File: config.mk
export PLATFORM = sky130hd
export DESIGN_NAME = lsi_div_cell
export DESIGN_NICKNAME = d
export VERILOG_FILES = /design/src/hw/rtl/line_segment_intersect_core_defines.svh /design/src/hw/rtl/lsi_pkg.sv /design/src/hw/rtl/lsi_div_cell.sv
export SDC_FILE = /design/constraint.sdc
export NUM_CORES = 1
export LEC_CHECK = 0
export ABC_AREA = 1
export BUFFER_PORTS_ARGS = -buffer_cell sky130_fd_sc_hd__buf_2
export CAP_MARGIN = 10
export CORE_AREA = 8 8 307 309
export CTS_CLUSTER_SIZE = 25
export DETAILED_ROUTE_END_ITERATION = 10
export DIE_AREA = 0 0 315 317
export MAX_ROUTING_LAYER = met4
export PLACE_DENSITY_LB_ADDON = 0.12
export SLEW_MARGIN = 20
export SYNTH_ARGS = -nofsm -noshare
export SYNTH_HDL_FRONTEND = slang
export SYNTH_SLANG_ARGS = --single-unit
File: constraint.sdc
create_clock -name clk -period 0.85 [get_ports clk]
set_clock_uncertainty 0.1 [all_clocks]
set_input_delay 0.0425 -clock clk [delete_from_list [all_inputs] [get_ports clk]]
set_output_delay 0.0425 -clock clk [all_outputs]
set_load 0.01 [all_outputs]
File: src/hw/rtl/line_segment_intersect_core_defines.svh
// Assertion macros shared by the line segment intersection RTL.
// Define ASSERT_OFF to compile the checks out.
`ifndef LINE_SEGMENT_INTERSECT_CORE_DEFINES_SVH
`define LINE_SEGMENT_INTERSECT_CORE_DEFINES_SVH
`ifndef ASSERT_OFF
`define LSI_ASSERT_IMPL(label, clk, rst_n, ante, cons) \
	label: assert property (@(posedge clk) disable iff (!rst_n) (ante) |-> (cons)) \
		else $error("lsi check failed");
`define LSI_ASSERT_NEXT(label, clk, rst_n, ante, cons) \
	label: assert property (@(posedge clk) disable iff (!rst_n) (ante) |=> (cons)) \
		else $error("lsi check failed");
`else
`define LSI_ASSERT_IMPL(label, clk, rst_n, ante, cons)
`define LSI_ASSERT_NEXT(label, clk, rst_n, ante, cons)
`endif
`endif

File: src/hw/rtl/lsi_pkg.sv
// Shared types and constants for the line segment intersection core.
// No dependencies.
`timescale 1ns / 1ps
package lsi_pkg;
	localparam int unsigned COORD_WIDTH_DEF = 32;
	localparam int unsigned FRAC_BITS_DEF = 16;
	localparam int unsigned CFG_IDX_W = 2;
	localparam logic [CFG_IDX_W-1:0] REG_BASE_X = 2'd0;
	localparam logic [CFG_IDX_W-1:0] REG_BASE_Y = 2'd1;
	localparam logic [CFG_IDX_W-1:0] REG_DIR_X = 2'd2;
	localparam logic [CFG_IDX_W-1:0] REG_DIR_Y = 2'd3;
	localparam logic [1:0] ST_VALID = 2'd0;
	localparam logic [1:0] ST_OUTSIDE = 2'd1;
	localparam logic [1:0] ST_NONE = 2'd2;
	localparam logic CMD_INTERSECT = 1'b0;
	localparam logic CMD_EVAL = 1'b1;
endpackage

File: src/hw/rtl/lsi_div_cell.sv
// One restoring division cell: retires one quotient bit per clock while en
// is high and hands its partial remainder and side data to the next cell.
`timescale 1ns / 1ps
module lsi_div_cell import lsi_pkg::*; #(
	parameter int unsigned NW = 132,
	parameter int unsigned DW = 66,
	parameter int unsigned SW = 8,
	parameter int unsigned BIT = 0
) (
	input logic clk,
	input logic arst_n,
	input logic en,
	input logic v_in,
	input logic [NW-1:0] num_in,
	input logic [DW-1:0] den_in,
	input logic [DW:0] rem_in,
	input logic [NW-1:0] quo_in,
	input logic [SW-1:0] side_in,
	output logic v_s1,
	output logic [NW-1:0] num_s1,
	output logic [DW-1:0] den_s1,
	output logic [DW:0] rem_s1,
	output logic [NW-1:0] quo_s1,
	output logic [SW-1:0] side_s1
);
	logic [DW+1:0] sh;
	logic [DW+1:0] diff;
	logic [NW-1:0] quo_nx;
	always_comb begin
		sh = {rem_in, num_in[BIT]};
		diff = sh - {2'b00, den_in};
		quo_nx = quo_in;
		if (!diff[DW+1]) quo_nx[BIT] = 1'b1;
	end
	always_ff @(posedge clk or negedge arst_n) begin
		if (!arst_n) begin
			v_s1 <= 1'b0;
		end else if (en) begin
			v_s1 <= v_in;
		end
	end
	always_ff @(posedge clk) begin
		if (en) begin
			num_s1 <= num_in;
			den_s1 <= den_in;
			side_s1 <= side_in;
			quo_s1 <= quo_nx;
			rem_s1 <= diff[DW+1] ? sh[DW:0] : diff[DW:0];
		end
	end
endmodule

==> results of run 1 <==
## how the worst max path moves through the flow
stage / from / cells past startpoint / end / slack, ns
after floorplan: num_in[0] / 18 / rem_s1[48]$_DFFE_PP_ / -1.09
after global placement: den_in[29] / 16 / rem_s1[52]$_DFFE_PP_ / -1.82
after detailed placement: den_in[29] / 16 / rem_s1[43]$_DFFE_PP_ / -1.84
after CTS: rem_in[7] / 18 / rem_s1[46]$_DFFE_PP_ / -0.83
after global routing: num_in[0] / 20 / rem_s1[64]$_DFFE_PP_ / -0.95
final: den_in[48] / 16 / rem_s1[38]$_DFFE_PP_ / -0.88
## power breakdown
| group | switching (µW) | internal (µW) | leakage, µW |
|---|---|---|---|
| Combinational | 8620 | 7650 | 0.0121 |
| Clock | 8880 | 12000 | 0.000765 |
| Sequential | 588 | 24100 | 0.00397 |
## cell type report
cell class	count	share of cell area, %
Sequential cell	406	33.7
Antenna cell	10	0.0692
Timing Repair Buffer	1639	32.9
Clock inverter	30	0.789
Inverter	303	3.22
Clock buffer	59	3.55
Tap cell	1176	4.07
Multi-Input combinational cell	1184	21.7
## through the flow
step,total power (µW),TNS (ns)
after detailed placement,38400,-198.54
after floorplan,30500,-70.29
after global placement,38500,-196.68
after CTS,62200,-244.63
final,61900,-223.41
after global routing,64800,-253.28
## synth_stat cells, types with 2 or more instances
library cell / n
xor2_1: 38
ha_1: 66
buf_12: 3
nand4_1: 3
a21boi_0: 5
nand2_2: 37
nand2b_1: 2
nand2_1: 672
buf_6: 3
inv_1: 303
o21ai_0: 26
nand3_1: 66
a21oi_1: 83
o21bai_1: 19
nor3_1: 16
buf_2: 7
nand3b_1: 7
nor2_1: 128
nor2_2: 4
edfxtp_1: 405
## sequential cells by signal, indices dropped and copies added (netlist names)
| signal | flops |
|---|---|
| den_s1 | 66 |
| quo_s1 | 132 |
| rem_s1 | 67 |
| side_s1 | 8 |
| num_s1 | 132 |
| v_s1 | 1 |
## critical path, cell delays in order
cell and delay (ns):
buf_2 0.10, inv_1 0.06, ha_4 0.29, nand2_1 0.11, nor2_4 0.18, nand2_2 0.12
o21ai_4 0.18, a21oi_2 0.10, buf_4 0.16, nand3_2 0.07, nand2_2 0.06, buf_12 0.17
buf_8 0.15, buf_6 0.12, nand2_2 0.05, nand2_2 0.04
## timing repair
item | 4_1_cts | 5_1_grt
endpoints found under the hold margin | 602 | 159
buffers inserted | 10 | 14
resized for setup | 235 | 190
cloned | 1 | 4
setup endpoints to repair | 474 | 475
hold buffers | 397 | 7
pin swaps | 43 | 71
## logic make-up after synthesis
kind of cell,Yosys count,share of synthesized area [%]
AND/OR/NAND/NOR,940,19.8
flip-flops,406,63.4
buffers and inverters,317,6.67
AO/OA/AOI/OAI,137,3.93
adder cells (fa/ha/maj),67,4.40
XOR/XNOR,39,1.78
multiplexers,1,0.0586
## cells in the final DEF (no fill, tap or decap), types with 8 or more instances in the layout
cell type,count
nor2_2,36
nand2_4,33
o21ai_0,11
xor2_1,38
a21oi_1,40
dlygate4sd3_1,404
nand3_2,15
clkbuf_16,53
buf_2,774
nand2_1,524
clkinv_1,12
a21oi_2,30
nand3_1,47
buf_4,399
buf_6,34
inv_1,250
diode_2,10
a21oi_4,14
nor2_1,80
buf_12,17
nand2_2,152
nor2_4,16
clkbuf_1,8
ha_4,63
edfxtp_1,405
o21ai_1,12
inv_2,47
o21bai_1,12
## metal layers
metal | up-vias | track usage, % | part of all wire, %
li1 | 9569 | - | -
met1 | 9334 | 21.0 | 38
met2 | 589 | 35.3 | 52
met3 | 155 | 3.97 | 5.8
met4 | 0 | 7.12 | 3.9
met5 | - | - | 0
==> Flow_metrics.wiki, run 1 <==
{| class="wikitable"
! Metric !! Value
|-
| CTS H-tree lvls || 2
|-
| Type of the setup path with the least slack || in -> reg
|-
| Worst-case setup margin in the final layout || -0.883 ns
|-
| NumNets Final || 4059
|-
| Total cell area at the placement stage || 28700 µm²
|-
| FF-to-FF path depth || 1
|-
| Required time of the critical path || 1.13 ns
|-
| Detail-routed via count per cell || 4.09
|-
| Post-route cell area || 36100 µm²
|-
| Distinct cell type count of the synthesized netlist || 34
|-
| Net count of the mapped netlist || 2383
|-
| Flip-flop and latch count after synthesis || 406
|-
| Yosys top cell area share || 63.3%
|-
| Peak ir drop on the vdd network || 1400 µV
|-
| Area of the die || 99900 µm²
|-
| IO Pins || 815
|-
| Yosys synthesis warning count || 0
|-
| Post-synthesis instance area || 19200 µm²
|-
| Launch point of the worst hold path || den_in[17]
|-
| Final hold viol count || 117
|-
| Part of the cycle the worst path needs || 204%
|-
| Number of flops mapped to enable cells by yosys || 405
|-
| Min-Delay Path Depth || 1
|-
| Storage element area || 12200 µm²
|-
| Root cell of the clock tree || clkbuf_16
|-
| Count of mapped cells out of synthesis || 1907
|-
| Die width || 315 µm
|-
| Share of the core filled with cells || 40.5%
|-
| Number of instances in the placed design || 4276
|-
| Number of input and output port buffers inserted || 814
|-
| TritonCTS clock tree || built
|-
| Clock Tree Buf Depth || 3
|-
| Cell type contributing the most total cell area after synthesis || edfxtp_1
|-
| Outcome || complete, but fails checks
|-
| Combined area of the multi-input logic cells || 7840 µm²
|-
| Maximum number of pins on one net before global-route repair || 30
|-
| Leak || 0.0169 µW
|-
| Final number of setup-violating endpoints || 474
|-
| Filler cells || 8983
|-
| Number of buffers added by the clock tree synthesis step || 49
|-
| Critical Path Source Type || input port
|-
| Timing-limited maximum frequency || 0.577 GHz
|-
| Worst Setup End Kind || flop
|-
| Wire length per cell after detailed routing || 20.9 µm
|-
| Initial antenna violation count || 21
|-
| Sequential cell area fraction in the yosys report || 63.4%
|-
| Clock Pin Slew Worst Setup and Hold Paths || 0.06 ns
|-
| Violated checks || negative hold slack, negative setup slack
|-
| Worst flop-to-flop path endpoint || v_s1$_DFFE_PN0P_
|-
| Power density over the cells || 1710 nW/µm²
|-
| Iteration-0 DRC Markers || 969
|-
| GRT Resource Usage Total || 19.5%
|-
| Transition at the pin with the smallest max-transition slack || 0.386 ns
|-
| Share of cells above drive strength 1 || 48.3%
|-
| Min-Delay Endpoint || den_s1[17]$_DFFE_PP_
|-
| Final critical path time including I/O delays and setup || 1.73 ns
|-
| Clock latency on the worst-skew pair || 0.62 ns
|-
| Pre-Repair DR Iteration Count || 5
|-
| Number of maximum-capacitance constraint violations || 0
|-
| Post-route worst hold slack || -0.473 ns
|-
| Core area || 89300 µm²
|-
| Number of DRC violations after detailed routing || 0
|-
| Effective utilization at floorplan || 21.5%
|-
| Slew Limit Headroom || 74.1%
|-
| Wire length of the first global-routing pass || 141000 µm
|-
| Die Y || 317 µm
|-
| Startpoint of the worst register-to-register path || v_s1$_DFFE_PN0P_
|-
| Sum of routed wire length over all layers || 100000 µm
|-
| Top flip-flop cell by instance count after synthesis || edfxtp_1
|-
| Post-detailed-placement half-perimeter wirelength || 82200 µm
|-
| Grt total ovfl || 0
|-
| Number of vias after detailed routing || 19600
|-
| Top post-synthesis cells by area || edfxtp_1, nand2_1, inv_1, ha_1, nor2_1
|-
| Pre-CTS setup slack || -1.84 ns
|-
| Placer congestion estimate || 0.900
|-
| Number of standard cells in the final layout excluding fillers || 4807
|-
| Maximum fanout count along the critical path || 9
|-
| Ys async rst share || 0.246%
|-
| Signal arrival time at the worst endpoint || 2.01 ns
|-
| Syn-to-layout area delta || 88.1%
|-
| Setup slack, reg-to-reg || 0 ns
|-
| Number of pins exceeding their max-slew limit in the final report || 0
|-
| Worst hold-check path type || in -> reg
|-
| Number of sinks handled by clock tree synthesis || 406
|-
| Vias in the first global route || 21100
|-
| RSZ-0062 raised after global routing || yes
|-
| Number of rows in the core area || 110
|-
| Post-synthesis average cell area || 10.1 µm²
|-
| Antenna Nets Post-Route || 0
|}
(Power assumes the default switching activity.)
==> run 2, diff against run 1 <==
--- a/constraint.sdc
+++ b/constraint.sdc
@@ -4,2 +4,2 @@
 set_output_delay 0.0425 -clock clk [all_outputs]
-set_load 0.01 [all_outputs]
+set_load 0.1 [all_outputs]
==> Flow_metrics.wiki, run 2 (synthesized netlist as in run 1, its figures left out) <==
{| class="wikitable"
! Metric !! Value
|-
| Clock power frac || 25.4%
|-
| Vias in the first global route || 21200
|-
| Maximum fanout count along the critical path || 11
|-
| Part of the cycle the worst path needs || 210%
|-
| Switch Pwr || 31100 µW
|-
| Iteration-0 DRC Markers || 1150
|-
| Worst Setup End Kind || flop
|-
| Detail-routed via count per cell || 4.16
|-
| Placer congestion estimate || 0.937
|-
| Number of instances in the placed design || 4257
|-
| Registers with the most flip-flops || num_s1 (132), quo_s1 (132), rem_s1 (67)
|-
| Clock Pin Slew Worst Setup and Hold Paths || 0.06 ns
|-
| Die Y || 317 µm
|-
| Filler cells || 8384
|-
| Switching share of total power || 39.2%
|-
| Ordered cell list for the critical path || buf_6 -> inv_4 -> ha_4 -> nand2_2 -> nand2_2 -> inv_2 -> nand2_4 -> a21oi_4 -> o21ai_2 -> a21oi_4 -> buf_6 -> nand2_4 -> nand2_4 -> nand2_8 -> buf_12 -> nand2_1 -> nand2_1
|-
| Outcome || complete, but fails checks
|-
| Uppermost metal layer occupied by signal nets || met4
|-
| Syn-to-layout area delta || 118%
|-
| Maximum number of pins on one net before global-route repair || 30
|-
| Required time of the critical path || 1.13 ns
|-
| TritonCTS clock tree || built
|-
| Effective utilization at floorplan || 21.5%
|-
| Cell mode on critical path || nand2_4
|-
| Number of sinks handled by clock tree synthesis || 406
|-
| Number of maximum-capacitance constraint violations || 0
|-
| Met3 wire length || 6510 µm
|-
| Final number of setup-violating endpoints || 477
|-
| Worst-case setup margin in the final layout || -0.935 ns
|-
| Power density over the cells || 1900 nW/µm²
|-
| Clock Tree Buf Depth || 3
|-
| Number of input and output port buffers inserted || 814
|-
| Top Family by Delay on Critical Path || simple AND/OR/NAND/NOR gates
|-
| Post-detailed-placement half-perimeter wirelength || 88100 µm
|-
| Slew Limit Headroom || 71.7%
|-
| Share of cells above drive strength 1 || 47.0%
|-
| Combined area of the multi-input logic cells || 7690 µm²
|-
| IO Pins || 815
|-
| Sequential share of power || 32.5%
|-
| Signal arrival time at the worst endpoint || 2.07 ns
|-
| Number of pins exceeding their max-slew limit in the final report || 0
|-
| Met1 wire length || 39900 µm
|-
| Number of standard cells in the final layout excluding fillers || 4803
|-
| Die width || 315 µm
|-
| Critical Path Source Type || input port
|-
| Number of DRC violations after detailed routing || 0
|-
| Type of the setup path with the least slack || in -> reg
|-
| Clock latency on the worst-skew pair || 0.61 ns
|-
| Slowest library cell on the worst path || ha_4
|-
| Storage element area || 12200 µm²
|-
| Final hold viol count || 139
|-
| Commonest cells after routing, fill and taps aside || nand2_1, buf_12, edfxtp_1
|-
| Delay of the slowest cell on the worst path || 0.22 ns
|-
| Worst path bufs/invs || 5
|-
| Internal power component || 48400 µW
|-
| Initial antenna violation count || 21
|-
| Pre-Repair DR Iteration Count || 5
|-
| Timing-limited maximum frequency || 0.560 GHz
|-
| Peak ir drop on the vdd network || 1310 µV
|-
| Area of the die || 99900 µm²
|-
| Leak || 0.0189 µW
|-
| Number of vias after detailed routing || 20000
|-
| CTS H-tree lvls || 2
|-
| Combinational power share || 42.1%
|-
| Most common cell after layout, fill and taps aside || nand2_1
|-
| Number of rows in the core area || 110
|-
| Antenna Nets Post-Route || 0
|-
| Final critical path time including I/O delays and setup || 1.79 ns
|-
| NumNets Final || 4053
|-
| Sum of routed wire length over all layers || 108000 µm
|-
| Violated checks || negative hold slack, negative setup slack
|-
| Worst hold-check path type || in -> reg
|-
| Wire length per cell after detailed routing || 22.4 µm
|-
| Wire length of the first global-routing pass || 149000 µm
|-
| Grt total ovfl || 0
|-
| Number of buffers added by the clock tree synthesis step || 50
|-
| RSZ-0062 raised after global routing || yes
|-
| Root cell of the clock tree || clkbuf_16
|-
| Post-route worst hold slack || -0.363 ns
|-
| Transition at the pin with the smallest max-transition slack || 0.424 ns
|-
| Core area || 89300 µm²
|-
| GRT Resource Usage Total || 21.1%
|-
| Met2 wire len || 58200 µm
|}
run 2: area by class of cell:
type,instances,share of cell area [%]
timing repair buffer,1631,42.6
inverter,303,2.80
sequential,406,29.1
tap,1176,3.51
antenna,14,0.0836
clock inverter,26,0.445
clock buffer,62,3.15
multi-input combinational,1185,18.4
run 2: repair_timing:
item | CTS | global route
pin swaps | 19 | 77
gates cloned | 5 | 5
endpoints found under the setup margin | 475 | 477
hold buffers | 385 | 18
setup buffers | 20 | 13
hold endpoints to repair | 788 | 300
resized for setup | 151 | 200
run 2: final timing paths:
| kind | slack (ns) | from | endpoint | cells past startpoint |
|---|---|---|---|---|
| min reg2reg | 0.48 | v_s1$_DFFE_PN0P_ | v_s1$_DFFE_PN0P_ | 1 |
| min | -0.36 | rem_in[22] | rem_s1[23]$_DFFE_PP_ | 3 |
| max reg2reg | -0.09 | v_s1$_DFFE_PN0P_ | v_s1$_DFFE_PN0P_ | 1 |
| min in group asynchronous | 0.31 | arst_n | v_s1$_DFFE_PN0P_ | 3 |
| max in group asynchronous | 0.16 | arst_n | v_s1$_DFFE_PN0P_ | 3 |
| max | -0.94 | den_in[38] | rem_s1[48]$_DFFE_PP_ | 17 |
run 2: layer usage:
metal	GRT usage, %	up-vias
li1	-	9583
met1	22.6	9611
met2	39.6	635
met3	4.44	150
met4	5.37	0
met5	-	-
run 2: through the flow:
step	cell area, µm²	setup slack (ns)	TNS [ns]	util [%]	power, µW
final	41900	-0.935	-268.03	46.9	79500
after floorplan	20200	-1.09	-150.13	-	42300
after global routing	41900	-0.951	-294.00	46.9	82400
after detailed placement	34700	-1.80	-184.71	38.8	56800
after CTS	40800	-0.907	-290.96	45.7	79800
after global placement	34700	-1.82	-182.52	38.8	56700
run 2: power groups by stage:
stage          Clock (µW)  Combinational [µW]  Sequential (µW)
3_3_place_gp            0               30500            26200
3_5_place_dp            0               30500            26300
6_report            20200               33500            25800
5_1_grt             21600               34800            26000
4_1_cts             21000               32900            25900
2_1_floorplan           0                4490            37800
==> run 3, diff against run 2 <==
ABC_AREA = default   (was 1)
CORE_AREA = 8 8 315 317   (was 8 8 307 309)
DIE_AREA = 0 0 323 325   (was 0 0 315 317)
PLACE_DENSITY_LB_ADDON = default   (was 0.12)
SLEW_MARGIN = 10   (was 20)
==> Flow_metrics.wiki, run 3 <==
{| class="wikitable"
! Metric !! Value
|-
| Outcome || complete, but fails checks
|-
| Violated checks || negative hold slack, negative setup slack
|-
| Effective utilization at floorplan || 18.7%
|-
| Registers with the most flip-flops || num_s1 (132), quo_s1 (132), rem_s1 (67)
|-
| Net count of the mapped netlist || 1763
|-
| Cell mode on critical path || buf_6
|-
| Post-synthesis average cell area || 13.6 µm²
|-
| Power density over the cells || 1950 nW/µm²
|-
| Share of cells above drive strength 1 || 54.1%
|-
| NumNets Final || 3403
|-
| Cell type contributing the most total cell area after synthesis || edfxtp_1
|-
| Leak || 0.0168 µW
|-
| Placer congestion estimate || 0.903
|-
| Power after layout || 78700 µW
|-
| CTS H-tree lvls || 2
|-
| Most Crowded Layer GR || met2
|-
| Critical Path Source Type || input port
|-
| Transition at the pin with the smallest max-transition slack || 0.577 ns
|-
| Yosys top cell area share || 69.3%
|-
| Post-route worst hold slack || -0.478 ns
|-
| Final hold viol count || 194
|-
| Flip-flop and latch count after synthesis || 406
|-
| Commonest cells after routing, fill and taps aside || buf_12, edfxtp_1, dlygate4sd3_1
|-
| Ys async rst share || 0.246%
|-
| Clock Tree Buf Depth || 3
|-
| Pre-Repair DR Iteration Count || 5
|-
| Met3 routing resource usage after global routing || 5.32%
|-
| Maximum number of pins on one net before global-route repair || 32
|-
| Final critical path time including I/O delays and setup || 2.50 ns
|-
| Post-route cell area || 40300 µm²
|-
| IO Pins || 815
|-
| Number of instances in the placed design || 3683
|-
| Total cell area at the placement stage || 32300 µm²
|-
| Vias in the first global route || 19000
|-
| Detail-routed via count per cell || 4.17
|-
| Count of mapped cells out of synthesis || 1287
|-
| Signal arrival time at the worst endpoint || 2.75 ns
|-
| Ordered cell list for the critical path || buf_6 -> inv_4 -> ha_4 -> inv_2 -> fa_2 -> a21o_4 -> buf_4 -> a31o_4 -> a211oi_2 -> buf_4 -> o311ai_4 -> nand4_1 -> buf_6 -> o41ai_4 -> buf_6 -> a211oi_2 -> xor2_1 -> o21ai_1
|-
| Slowest library cell on the worst path || fa_2
|-
| Die width || 323 µm
|-
| Post-synthesis instance area || 17600 µm²
|-
| Final number of setup-violating endpoints || 475
|-
| Initial antenna violation count || 28
|-
| Post-detailed-placement half-perimeter wirelength || 72300 µm
|-
| Number of input and output port buffers inserted || 814
|-
| Number of pins exceeding their max-slew limit in the final report || 0
|-
| Wire length per cell after detailed routing || 22.6 µm
|-
| TritonCTS clock tree || built
|-
| Iteration-0 DRC Markers || 1139
|-
| Core area || 94200 µm²
|-
| Maximum fanout count along the critical path || 6
|-
| Clock latency on the worst-skew pair || 0.59 ns
|-
| Commonest cells post-synth || edfxtp_1, nand2_1, o21ai_0
|-
| Sum of routed wire length over all layers || 95900 µm
|-
| Slew Limit Headroom || 61.4%
|-
| Met2 routing resource usage after global routing || 32.1%
|-
| Worst Setup End Kind || flop
|-
| Area of the die || 105000 µm²
|-
| Top post-synthesis cells by area || edfxtp_1, ha_1, o21ai_0, nand2_1, a21oi_1
|-
| Timing-limited maximum frequency || 0.399 GHz
|-
| Peak ir drop on the vdd network || 1480 µV
|-
| Grt total ovfl || 0
|-
| Delay of the slowest cell on the worst path || 0.35 ns
|-
| Top flip-flop cell by instance count after synthesis || edfxtp_1
|-
| Number of rows in the core area || 113
|-
| GRT Resource Usage Total || 17.7%
|-
| Root cell of the clock tree || clkbuf_16
|-
| Met1 Resource Use GR || 18.2%
|-
| Sequential cell area fraction in the yosys report || 69.4%
|-
| Antenna Nets Post-Route || 0
|-
| Number of sinks handled by clock tree synthesis || 406
|-
| Most common cell after layout, fill and taps aside || buf_12
|-
| Number of buffers added by the clock tree synthesis step || 47
|-
| Cell with the most instances after synthesis || edfxtp_1
|-
| Die Y || 325 µm
|-
| Clock Pin Slew Worst Setup and Hold Paths || 0.06 ns
|-
| Wire length of the first global-routing pass || 134000 µm
|-
| Type of the setup path with the least slack || in -> reg
|-
| Number of DRC violations after detailed routing || 0
|-
| Pre-CTS setup slack || -2.54 ns
|-
| Number of vias after detailed routing || 17700
|-
| Yosys synthesis warning count || 0
|-
| Distinct cell type count of the synthesized netlist || 72
|-
| Number of flops mapped to enable cells by yosys || 405
|-
| Part of the cycle the worst path needs || 295%
|-
| Required time of the critical path || 1.10 ns
|-
| Worst hold-check path type || in -> reg
|-
| Number of standard cells in the final layout excluding fillers || 4243
|-
| Syn-to-layout area delta || 130%
|-
| Number of maximum-capacitance constraint violations || 0
|-
| RSZ-0062 raised after global routing || yes
|-
| Worst-case setup margin in the final layout || -1.65 ns
|}
## run 3: path summary, 6_finish.rpt
kind	depth (start not counted)	startpoint	endpoint	slack, ns
setup / recovery	18	num_in[0]	rem_s1[58]$_DFFE_PP_	-1.65
hold / removal	1	den_in[1]	den_s1[1]$_DFFE_PP_	-0.48
setup reg to reg	1	v_s1$_DFFE_PN0P_	v_s1$_DFFE_PN0P_	-0.10
hold reg to reg	1	v_s1$_DFFE_PN0P_	v_s1$_DFFE_PN0P_	0.48
max in group asynchronous	3	arst_n	v_s1$_DFFE_PN0P_	0.22
min in group asynchronous	3	arst_n	v_s1$_DFFE_PN0P_	0.31
## run 3: cells by family (layout without fill, tap and decap cells)
| family | count (synthesis) | count (layout) | synth area share, % |
|---|---|---|---|
| adders and majority gates | 67 | 67 | 4.82 |
| buffers and inverters | 138 | 1810 | 3.36 |
| muxes | 3 | 3 | 0.185 |
| AOI/OAI and AO/OA | 324 | 324 | 11.5 |
| DFF | 406 | 406 | 69.4 |
| xor gates and xnor gates | 58 | 58 | 2.89 |
| other | 0 | 18 | 0 |
| and+or+nand+nor | 291 | 292 | 7.90 |
## run 3: metrics by stage
| stage | TNS [ns] | util, % |
|---|---|---|
| 2_1_floorplan | -200.28 | - |
| 3_3_place_gp | -214.60 | 34.3 |
| 3_5_place_dp | -216.42 | 34.3 |
| 4_1_cts | -319.14 | 41.9 |
| 5_1_grt | -328.98 | 42.8 |
| 6_report | -302.36 | 42.8 |
## run 3: layer usage
metal	vias up	share of wire (%)	routed length, µm
met5	-	0	0
met4	0	3.5	3330
met3	166	8.4	8010
met2	724	53	50600
met1	8692	35	33900
li1	8131	-	-
## run 3: power by group
part | switching [µW] | internal (µW) | total [µW]
Clock | 8520 | 10800 | 19300
Sequential | 1630 | 24300 | 25900
Combinational | 20200 | 13300 | 33500
## run 3: repair_timing
| action | CTS | global route |
|---|---|---|
| pin swaps | 108 | 53 |
| gates resized for setup | 365 | 130 |
| hold buffers | 378 | 21 |
| buffers inserted | 47 | 20 |
| endpoints found under the hold margin | 716 | 313 |
| cloned | 8 | 0 |
| setup endpoints to repair | 475 | 475 |
## run 3: critical path, delay by kind of cell
kind            cells  cell delay, ns
compound gates      7            1.12
buf+inv             7            0.76
fa+ha+maj           2            0.48
xor+xnor            1            0.18
simple gates        1            0.15
## run 3: final cells by class
| class | instances | area, µm² |
|---|---|---|
| Antenna cell | 18 | 45.0 |
| Clock buffer | 57 | 1210 |
| Clock inverter | 25 | 193 |
| Fill cell | 8315 | 53900 |
| Inverter | 90 | 380 |
| Multi-Input combinational cell | 744 | 6550 |
| Sequential cell | 406 | 12200 |
| Tap cell | 1265 | 1580 |
| Timing Repair Buffer | 1638 | 18200 |
